$ cat src/hw/rtl/rsort_pkg.sv
// ----------------------------------------------------------------------------
// rsort_pkg
// Shared constants, types and the digit select of the byte-wise radix sorter.
// ----------------------------------------------------------------------------
package rsort_pkg;

	localparam int KEY_W        = 64;
	localparam int DIGIT_W      = 8;
	localparam int BIN_COUNT    = 256;
	localparam int BIN_W        = 8;
	localparam int PASS_COUNT   = 8;
	localparam int PASS_W       = 3;
	localparam int MAX_KEYS_DEF = 64;

	typedef logic [KEY_W-1:0] key_t;
	typedef logic [BIN_W-1:0] bin_t;
	typedef logic [PASS_W-1:0] pass_t;

	function automatic bin_t digit_of(input key_t k, input pass_t p);
		return k[p * DIGIT_W +: DIGIT_W];
	endfunction

endpackage

$ cat src/hw/rtl/rsort_ram.sv
// ----------------------------------------------------------------------------
// rsort_ram
// Simple dual-port memory, one write and one registered read per cycle.
// ----------------------------------------------------------------------------
module rsort_ram #(
	parameter int WIDTH = 64,
	parameter int DEPTH = 64,
	localparam int ADDR_W = (DEPTH > 1) ? $clog2(DEPTH) : 1
) (
	input  logic              clk,
	input  logic              wr_en,
	input  logic [ADDR_W-1:0] wr_addr,
	input  logic [WIDTH-1:0]  wr_data,
	input  logic              rd_en,
	input  logic [ADDR_W-1:0] rd_addr,
	output logic [WIDTH-1:0]  rd_data
);

	logic [WIDTH-1:0] mem_q [DEPTH];
	logic [WIDTH-1:0] rd_data_q;

	always_ff @(posedge clk) begin
		if (wr_en) begin
			mem_q[wr_addr] <= wr_data;
		end
	end

	always_ff @(posedge clk) begin
		if (rd_en) begin
			rd_data_q <= mem_q[rd_addr];
		end
	end

	assign rd_data = rd_data_q;

endmodule

$ cat src/hw/rtl/rsort_pass.sv
// ----------------------------------------------------------------------------
// rsort_pass
// One stable counting-sort pass: histogram, running sum over 256 bins and
// backward scatter into the destination bank, all through one count table.
// ----------------------------------------------------------------------------
module rsort_pass #(
	parameter int MAX_KEYS = rsort_pkg::MAX_KEYS_DEF,
	localparam int ADDR_W = $clog2(MAX_KEYS),
	localparam int CNT_W  = $clog2(MAX_KEYS + 1)
) (
	input  logic                  clk,
	input  logic                  arst_n,
	input  logic                  start,
	input  rsort_pkg::pass_t      pass_idx,
	input  logic [CNT_W-1:0]      key_count,
	output logic                  done,
	output logic                  src_rd_en,
	output logic [ADDR_W-1:0]     src_rd_addr,
	input  rsort_pkg::key_t       src_rd_data,
	output logic                  dst_wr_en,
	output logic [ADDR_W-1:0]     dst_wr_addr,
	output rsort_pkg::key_t       dst_wr_data
);

	import rsort_pkg::*;

	typedef enum logic [5:0] {
		P_IDLE = 6'b000001,
		P_H0   = 6'b000010,
		P_H1   = 6'b000100,
		P_SUM  = 6'b001000,
		P_S0   = 6'b010000,
		P_S1   = 6'b100000
	} pstate_t;

	pstate_t              state_q;
	logic [ADDR_W-1:0]    idx_q;
	logic [BIN_W:0]       bin_q;
	logic [CNT_W-1:0]     sum_q;
	bin_t                 dig_q;
	key_t                 key_q;
	logic [BIN_COUNT-1:0] bin_valid_q;
	logic                 cnt_valid_q;

	logic                 cnt_wr_en;
	bin_t                 cnt_wr_addr;
	logic [CNT_W-1:0]     cnt_wr_data;
	logic                 cnt_rd_en;
	bin_t                 cnt_rd_addr;
	logic [CNT_W-1:0]     cnt_rd_data;
	logic [CNT_W-1:0]     cnt_val;
	bin_t                 dig;
	logic                 idx_last;
	logic [ADDR_W-1:0]    top_idx;

	rsort_ram #(
		.WIDTH(CNT_W),
		.DEPTH(BIN_COUNT)
	) u_cnt_ram (
		.clk     (clk),
		.wr_en   (cnt_wr_en),
		.wr_addr (cnt_wr_addr),
		.wr_data (cnt_wr_data),
		.rd_en   (cnt_rd_en),
		.rd_addr (cnt_rd_addr),
		.rd_data (cnt_rd_data)
	);

	assign cnt_val  = cnt_valid_q ? cnt_rd_data : '0;
	assign dig      = digit_of(src_rd_data, pass_idx);
	assign idx_last = (CNT_W'(idx_q) + CNT_W'(1)) == key_count;
	assign top_idx  = ADDR_W'(key_count - CNT_W'(1));
	assign done     = (state_q == P_S1) && (idx_q == '0);

	always_comb begin
		src_rd_en   = 1'b0;
		src_rd_addr = '0;
		dst_wr_en   = 1'b0;
		dst_wr_addr = '0;
		dst_wr_data = key_q;
		cnt_wr_en   = 1'b0;
		cnt_wr_addr = dig_q;
		cnt_wr_data = '0;
		cnt_rd_en   = 1'b0;
		cnt_rd_addr = dig;
		case (state_q)
			P_IDLE: begin
				src_rd_en = start;
			end
			P_H0: begin
				cnt_rd_en = 1'b1;
				if (!idx_last) begin
					src_rd_en   = 1'b1;
					src_rd_addr = idx_q + ADDR_W'(1);
				end
			end
			P_H1: begin
				cnt_wr_en   = 1'b1;
				cnt_wr_data = cnt_val + CNT_W'(1);
			end
			P_SUM: begin
				cnt_rd_en   = !bin_q[BIN_W];
				cnt_rd_addr = bin_q[BIN_W-1:0];
				if (bin_q != '0) begin
					cnt_wr_en   = 1'b1;
					cnt_wr_addr = BIN_W'(bin_q - (BIN_W+1)'(1));
					cnt_wr_data = sum_q + cnt_val;
				end
				if (bin_q[BIN_W]) begin
					src_rd_en   = 1'b1;
					src_rd_addr = top_idx;
				end
			end
			P_S0: begin
				cnt_rd_en = 1'b1;
				if (idx_q != '0) begin
					src_rd_en   = 1'b1;
					src_rd_addr = idx_q - ADDR_W'(1);
				end
			end
			P_S1: begin
				cnt_wr_en   = 1'b1;
				cnt_wr_data = cnt_val - CNT_W'(1);
				dst_wr_en   = 1'b1;
				dst_wr_addr = cnt_wr_data[ADDR_W-1:0];
			end
			default: begin
			end
		endcase
	end

	always_ff @(posedge clk or negedge arst_n) begin
		if (!arst_n) begin
			state_q     <= P_IDLE;
			idx_q       <= '0;
			bin_q       <= '0;
			sum_q       <= '0;
			bin_valid_q <= '0;
			cnt_valid_q <= 1'b0;
		end else begin
			if (cnt_rd_en) begin
				cnt_valid_q <= bin_valid_q[cnt_rd_addr];
			end
			if (cnt_wr_en) begin
				bin_valid_q[cnt_wr_addr] <= 1'b1;
			end
			case (state_q)
				P_IDLE: begin
					if (start) begin
						bin_valid_q <= '0;
						idx_q       <= '0;
						state_q     <= P_H0;
					end
				end
				P_H0: begin
					state_q <= P_H1;
				end
				P_H1: begin
					if (idx_last) begin
						bin_q   <= '0;
						sum_q   <= '0;
						state_q <= P_SUM;
					end else begin
						idx_q   <= idx_q + ADDR_W'(1);
						state_q <= P_H0;
					end
				end
				P_SUM: begin
					if (bin_q != '0) begin
						sum_q <= cnt_wr_data;
					end
					if (bin_q[BIN_W]) begin
						idx_q   <= top_idx;
						state_q <= P_S0;
					end else begin
						bin_q <= bin_q + (BIN_W+1)'(1);
					end
				end
				P_S0: begin
					state_q <= P_S1;
				end
				P_S1: begin
					if (idx_q == '0) begin
						state_q <= P_IDLE;
					end else begin
						idx_q   <= idx_q - ADDR_W'(1);
						state_q <= P_S0;
					end
				end
				default: begin
					state_q <= P_IDLE;
				end
			endcase
		end
	end

	always_ff @(posedge clk) begin
		if ((state_q == P_H0) || (state_q == P_S0)) begin
			dig_q <= dig;
			key_q <= src_rd_data;
		end
	end

endmodule

$ cat config.mk
export PLATFORM = sky130hd
export DESIGN_NAME = rsort_pass
export DESIGN_NICKNAME = d
export VERILOG_FILES = /design/src/hw/rtl/rsort_pkg.sv /design/src/hw/rtl/rsort_ram.sv /design/src/hw/rtl/rsort_pass.sv
export SDC_FILE = /design/constraint.sdc
export NUM_CORES = 2
export LEC_CHECK = 0
export BUFFER_PORTS_ARGS = -buffer_cell sky130_fd_sc_hd__clkbuf_2
export CORE_MARGIN = 10
export CORE_UTILIZATION = 45
export DETAILED_ROUTE_END_ITERATION = 10
export PLACE_DENSITY_LB_ADDON = 0.15
export SYNTH_ARGS = -nofsm -noshare
export SYNTH_HDL_FRONTEND = slang
export SYNTH_SLANG_ARGS = --single-unit
$ cat constraint.sdc
create_clock -name clk -period 14.4 [get_ports clk]
set_clock_uncertainty 0.15 [all_clocks]
set_input_delay 2.88 -clock clk [delete_from_list [all_inputs] [get_ports clk]]
set_output_delay 2.88 -clock clk [all_outputs]
set_load 0.005 [all_outputs]
# Word-level counts from Yosys, hierarchy flattened
# Memory sizes are Yosys's and may differ from the RTL's. A register that Yosys moved wholly into a read port is not among the register bits.
# Cells that the tools add are included.
dict set report totals {
  register_bits 357
  latch_bits 0
  ram_bits 1792
  romBits 0
  in_bits 77
  out_inout_bits 79
  wordCells 98
  n_memories 1
}
# name words word_bits read_ports rd_ports_with_merged_regs wr line
set memory_table {}
lappend memory_table {u_cnt_ram.mem_q 256 7 1 1 1 rsort_ram.sv:19} ;# logic [WIDTH-1:0] mem_q [DEPTH];
dict set report classes {
  n_addsub 9
  multipliers 0
  div_mod_pow 0
  magnitude_cmp 3
  n_eq_ne 14
  shifts 1
  n_mux 44
  bitwise 1
  reduce_logical 16
}
# op n
set ops {}
lappend ops {{256-bit two-way mux} 3}
lappend ops {{256-bit OR} 1}
lappend ops {{64-bit by 7-bit variable part select with 8-bit output} 1}
lappend ops {{6-bit two-way mux} 10}
lappend ops {{6-bit case mux with 6 select lines} 1}
lappend ops {{7-bit two-way mux} 4}
lappend ops {{8-bit two-way mux} 3}
lappend ops {{6-bit case mux with 4 select lines} 1}
lappend ops {{7-bit case mux with 3 select lines} 1}
lappend ops {{8-bit by 9-bit < comparator with 1-bit output, second input constant} 2}
lappend ops {{9-bit two-way mux} 2}
lappend ops {{6-bit case mux with 3 select lines} 1}
lappend ops {{9-bit case mux with 2 select lines} 1}
lappend ops {{2-bit != test, second input constant} 7}
lappend ops {{7-bit case mux with 2 select lines} 1}
lappend ops {{6-bit by 1-bit subtractor with 6-bit output, second input constant} 2}
lappend ops {{9-bit by 1-bit adder with 9-bit output, second input constant} 1}
lappend ops {{1-bit two-way mux} 9}
lappend ops {{9-bit nonzero test} 1}
lappend ops {{1-bit binary-select mux with 8-bit select} 1}
lappend ops {{1-bit demux with 8-bit select} 1}
lappend ops {{8-bit by 1-bit >= comparator with 1-bit output, second input constant} 1}
lappend ops {{8-bit by 1-bit subtractor with 8-bit output, second input constant} 1}
lappend ops {{6-bit by 1-bit adder with 7-bit output, second input constant} 1}
lappend ops {{other kinds (26)} 31}

# Logic depth before layout (Yosys ltp)
dict set report depth {
  depth_word 11
  mapped_depth 18
  mapped_depth_nobuf 11
}

# Hierarchy
# From an unflattened synthesis, not the netlist that was laid out.
dict set report unflattened {
  hier_cells 5040
  area_unflattened_um2 87247.4
}
# module n_inst cells_each area_per_inst_um2 seq_area_each_um2
set by_module_without_submodules {}
lappend by_module_without_submodules {rsort_ram 1 3381 70267.4 54021.8}
lappend by_module_without_submodules {rsort_pass 1 1659 16980.0 9295.2}

# Worst setup path after synthesis
# OpenSTA, ideal clock, no wires.
dict set report synth_path {
  path_kind {reg2reg}
  startpoint {reg state_q[1]}
  endpoint {mem u_cnt_ram.mem_q[0][1] in the netlist's numbering (data pin)}
  setup_ns 2.189
  arrival_ns 11.584
  t_required_ns 12.061
  setup_slack_ns 0.477
  path_stages_with_launch 7
  n_path_buf 2
  period_less_slack_ns 13.923
  path_cell_list {dfrtp_1 > or4_4 > nor2_4 > nand2b_1 > clkbuf_1 > clkbuf_1 > o21ai_0}
}
dict set report synth_via {
  elab_chain_len 2
  word_cells_on_any_way 4
  classes_between {3 x eq/ne; 1 x mux}
}
# element line
set synth_rtl {}
lappend synth_rtl {{from (decl)} rsort_pass.sv:36} ;# pstate_t state_q;
lappend synth_rtl {{from (signal assigned)} rsort_pass.sv:134} ;# state_q <= P_IDLE;
lappend synth_rtl {{from (signal assigned)} rsort_pass.sv:152} ;# state_q <= P_H0;
lappend synth_rtl {{from (signal assigned)} rsort_pass.sv:156} ;# state_q <= P_H1;
lappend synth_rtl {{6-bit == test (tied with other cells)} rsort_pass.sv:86} ;# case (state_q)
lappend synth_rtl {{7-bit case mux with 3 select lines (*)} rsort_pass.sv:86}
lappend synth_rtl {{named net cnt_wr_data[1]} rsort_pass.sv:47} ;# logic [CNT_W-1:0] cnt_wr_data;
lappend synth_rtl {{to (decl)} rsort_ram.sv:19}
# Mark *: on every way through the listed nets, which the timed path passes. The rest lies on a longest branch.

# Worst setup path in the final report
dict set report layout_path {
  startpoint {in pass_idx[0]}
  endpoint {reg u_cnt_ram.rd_data_q[4] (netlist: u_cnt_ram.rd_data[4]) (read register of u_cnt_ram.mem_q) (data pin)}
}
dict set report layout_via {
  elab_chain_len 2
}
# element line
set layout_rtl {}
lappend layout_rtl {{from (decl)} rsort_pass.sv:14} ;# input rsort_pkg::pass_t pass_idx,
lappend layout_rtl {{64-bit by 7-bit variable part select with 8-bit output} rsort_pkg.sv:20} ;# return k[p * DIGIT_W +: DIGIT_W];
lappend layout_rtl {{8-bit two-way mux} rsort_pass.sv:86}
lappend layout_rtl {{to (decl)} rsort_ram.sv:20} ;# logic [WIDTH-1:0] rd_data_q;
# No other way between the ends.
# A chain may end at the register's enable or synchronous reset.

==> impl_metrics.sql <==
INSERT INTO impl_metrics (metric_group, metric, value, unit) VALUES
('global_routing', 'grt_overflow_total', '0', ''),
('timing', 'timing.fmax', '0.125', 'GHz'),
('layout', 'synthesis_to_layout_area_growth', '11.8', '%'),
('floorplan', 'initial_core_util', '45.4', '%'),
('floorplan', 'floorplan.io_pins', '156', ''),
('synth', 'synth_nets', '5774', ''),
('timing', 'fin_crit_sh', '55.4', '%'),
('global_routing', 'groute.layer.met2.usage', '38.2', '%'),
('layout', 'final_nets', '5855', ''),
('floorplan', 'design.die.area', '191000', 'um2'),
('clock_network', 'h-tree-depth', '4', ''),
('floorplan', 'die_w', '437', 'um'),
('global_routing', 'grtUsageMet1', '35.7', '%'),
('place', 'preCtsSetupSlack', '5.35', 'ns'),
('layout', 'post-route-cell-area', '87300', 'um2'),
('layout', 'final_core_utilization', '50.7', '%'),
('synth', 'ys_top_cells_by_count', '1614 x sky130_fd_sc_hd__edfxtp_1, 1133 x sky130_fd_sc_hd__nand2_1, 335 x sky130_fd_sc_hd__nor2_1', ''),
('synth', 'synth.yosys.seq_area_share', '71.2', '%'),
('power_and_ir_drop', 'worst_ir_drop_vdd', '0.114', 'mV'),
('timing', 'timing.max_slew.rel_slack', '4.49', '%'),
('timing', 'setup_ws', '6.43', 'ns'),
('run_status', 'status', 'complete, no violations', ''),
('synth', 'ys_async_sr_fraction', '15.0', '%'),
('clock_network', 'ctsResizeCount', '0', ''),
('floorplan', 'die_h', '437', 'um'),
('routing', 'drc', '0', ''),
('setup_path', 'worstPathMaxFanout', '121', ''),
('synth', 'ys_types', '88', ''),
('place', 'dp.final_hpwl', '144000', 'um'),
('routing', 'dr_total_vias', '50500', ''),
('global_routing', 'grt_use_total', '25.0', '%'),
('synth', 'count_of_synthesis_stage_warnings_from_yosys', '0', ''),
('floorplan', 'core-area', '172000', 'um2'),
('setup_path', 'reg2reg_depth', '12', ''),
('layout', 'post_route_cells_drive_above_1_share', '12.6', '%'),
('setup_path', 'startpoint', 'pass_idx[0]', ''),
('clock_network', 'cts_tree', 'done', ''),
('routing', 'routed_via_density', '6.12', ''),
('routing', 'post_drt_wl_per_cell', '29.6', 'um'),
('clock_network', 'cts.path.max_buffers', '3', ''),
('synth', 'yosys.cell_count.top_type', 'sky130_fd_sc_hd__edfxtp_1', ''),
('setup_path', 'critical_path.endpoint_type', 'register', ''),
('routing', 'finalWirelength', '245000', 'um'),
('timing', 'setup_violations', '0', ''),
('run', 'drv_cap', '0', ''),
('timing', 'tightestPinTransition', '1.40', 'ns'),
('setup_path', 'worst_case_register_to_register_setup_slack', '8.51', 'ns'),
('synth', 'synth_top_cell_area_share', '62.1', '%'),
('synth', 'netlist_area', '78100', 'um2'),
('setup_path', 'cp_data_required_time', '14.85', 'ns'),
('timing', 'post_route_setup_tns', '0', 'ns'),
('clock_network', 'cts_hold_buffers', '0', ''),
('timing', 'finalCriticalPeriod', '7.97', 'ns'),
('power_and_ir_drop', 'power.density', '145', 'nW/um2'),
('place', 'place_area', '81000', 'um2'),
('setup_path', 'timing.critical_path.arrival', '8.42', 'ns'),
('global_routing', 'grt.met3_usage', '4.86', '%'),
('clock_network', 'cts.clk_slew.worst_paths', '0.06', 'ns'),
('layout', 'final.fill_count', '14600', ''),
('setup_path', 'critical_path.reg2reg.startpoint', 'state_q[1]$_DFFE_PN0P_', ''),
('global_routing', 'grt_antenna_before_repair', '8', ''),
('power_and_ir_drop', 'p_leak', '29.9', 'nW'),
('setup_path', 'timing.critical_path.from_type', 'input pin', ''),
('global_routing', 'via_count_of_the_first_global_routing_pass', '48100', ''),
('setup_path', 'setup.worst_path.class', 'in -> reg', ''),
('routing', 'detail_route.first_pass.iterations', '5', ''),
('synth', 'postSynthRegisterBits', '1898', ''),
('clock_network', 'clk_root_buffer_cell', 'sky130_fd_sc_hd__clkbuf_16', ''),
('routing', 'detail-route-antenna-nets', '0', ''),
('synth', 'ys_top_cells_by_area', 'sky130_fd_sc_hd__edfxtp_1 62%, sky130_fd_sc_hd__dfrtp_1 9.1%, sky130_fd_sc_hd__nand2_1 5.4%', ''),
('global_routing', 'grt_start_max_net_pins', '192', '');
==> cell usage in the layout, fill, tap and decap left out, drive strengths merged, types with 40 or more instances in the layout <==
cell type	instances
dfrtp	283
clkbuf	443
o211ai	40
o21ai	93
mux4	109
a211oi	47
nand3	301
nor2	338
a221oi	41
o21a	257
edfxtp	1614
a2111oi	41
buf	105
a21oi	317
mux2i	132
nor3	70
mux2	66
nand2	1137
clkinv	58
==> how the worst min path moves through the flow <==
| stage | start | to | slack [ns] | cells past startpoint |
|---|---|---|---|---|
| 3_3_place_gp | sum_q[0]$_DFFE_PN0P_ | sum_q[0]$_DFFE_PN0P_ | 0.32 | 2 |
| 3_5_place_dp | sum_q[0]$_DFFE_PN0P_ | sum_q[0]$_DFFE_PN0P_ | 0.32 | 2 |
| 2_1_floorplan | sum_q[0]$_DFFE_PN0P_ | sum_q[0]$_DFFE_PN0P_ | 0.30 | 2 |
| 5_1_grt | bin_valid_q[123]$_DFF_PN0_ | bin_valid_q[123]$_DFF_PN0_ | 0.35 | 1 |
| 4_1_cts | bin_valid_q[48]$_DFF_PN0_ | bin_valid_q[48]$_DFF_PN0_ | 0.34 | 1 |
| 6_report | bin_valid_q[180]$_DFF_PN0_ | bin_valid_q[180]$_DFF_PN0_ | 0.33 | 1 |
==> flip-flops by register name (all words and copies together) (netlist names) <==
| name | flops |
|---|---|
| bin_q | 9 |
| bin_valid_q | 256 |
| cnt_valid_q | 1 |
| dig_q | 8 |
| dst_wr_data | 64 |
| idx_q | 6 |
| state_q | 6 |
| sum_q | 6 |
| u_cnt_ram.mem_q | 1536 |
| u_cnt_ram.rd_data | 6 |
==> kinds of logic (layout without fill, tap and decap cells) <==
kind of cell / after synthesis / count (layout) / synth area share (%)
compound gates: 1071 / 1071 / 9.28
xor+xnor: 38 / 38 / 0.426
fa+ha+maj: 13 / 13 / 0.218
buf+inv: 394 / 646 / 2.53
flops: 1898 / 1898 / 71.2
mux: 307 / 307 / 5.84
other cells: 0 / 7 / 0
simple gates: 1963 / 1963 / 10.6
==> cell type report <==
cell class	instances	area (um2)	area share, %
sequential	1898	55600	63.7
multi-input combinational	3392	20700	23.8
clock buffer	289	5470	6.27
tap	2310	2890	3.31
timing repair buffer	259	1720	1.97
clock inverter	77	817	0.936
inverter	21	81.3	0.0932
antenna	7	17.5	0.0201
==> worst max-delay path, cell delays in order <==
cell	delay, ns
sky130_fd_sc_hd__clkbuf_2	0.48
sky130_fd_sc_hd__mux2i_1	0.18
sky130_fd_sc_hd__mux4_2	0.85
sky130_fd_sc_hd__o21ai_4	0.33
sky130_fd_sc_hd__buf_12	0.51
sky130_fd_sc_hd__buf_4	0.84
sky130_fd_sc_hd__mux4_2	0.61
sky130_fd_sc_hd__a2111oi_1	0.94
sky130_fd_sc_hd__nor4_1	0.14
sky130_fd_sc_hd__and4_1	0.23
sky130_fd_sc_hd__a32o_1	0.26
==> metrics by stage <==
step / total power (W) / std cells
2_1_floorplan: 0.00715 / 5684
3_3_place_gp: 0.00776 / 7880
3_5_place_dp: 0.00776 / 7880
4_1_cts: 0.0127 / 8246
5_1_grt: 0.0130 / 8246
6_report: 0.0127 / 8253
==> per-layer routing <==
| metal | wire length (um) | vias to the layer above |
|---|---|---|
| li1 | - | 21500 |
| met5 | 27 | - |
| met4 | 9050 | 4 |
| met3 | 22800 | 437 |
| met2 | 111000 | 2523 |
| met1 | 101000 | 26000 |
==> power by group <==
group / total [W] / internal [W] / switching [W]
logic: 0.00162 / 0.000435 / 0.00119
registers: 0.00605 / 0.00601 / 0.0000452
clock network: 0.00499 / 0.00282 / 0.00217
total: 0.0127 / 0.00926 / 0.00340
Note: power is estimated with default switching activity, not from simulation.
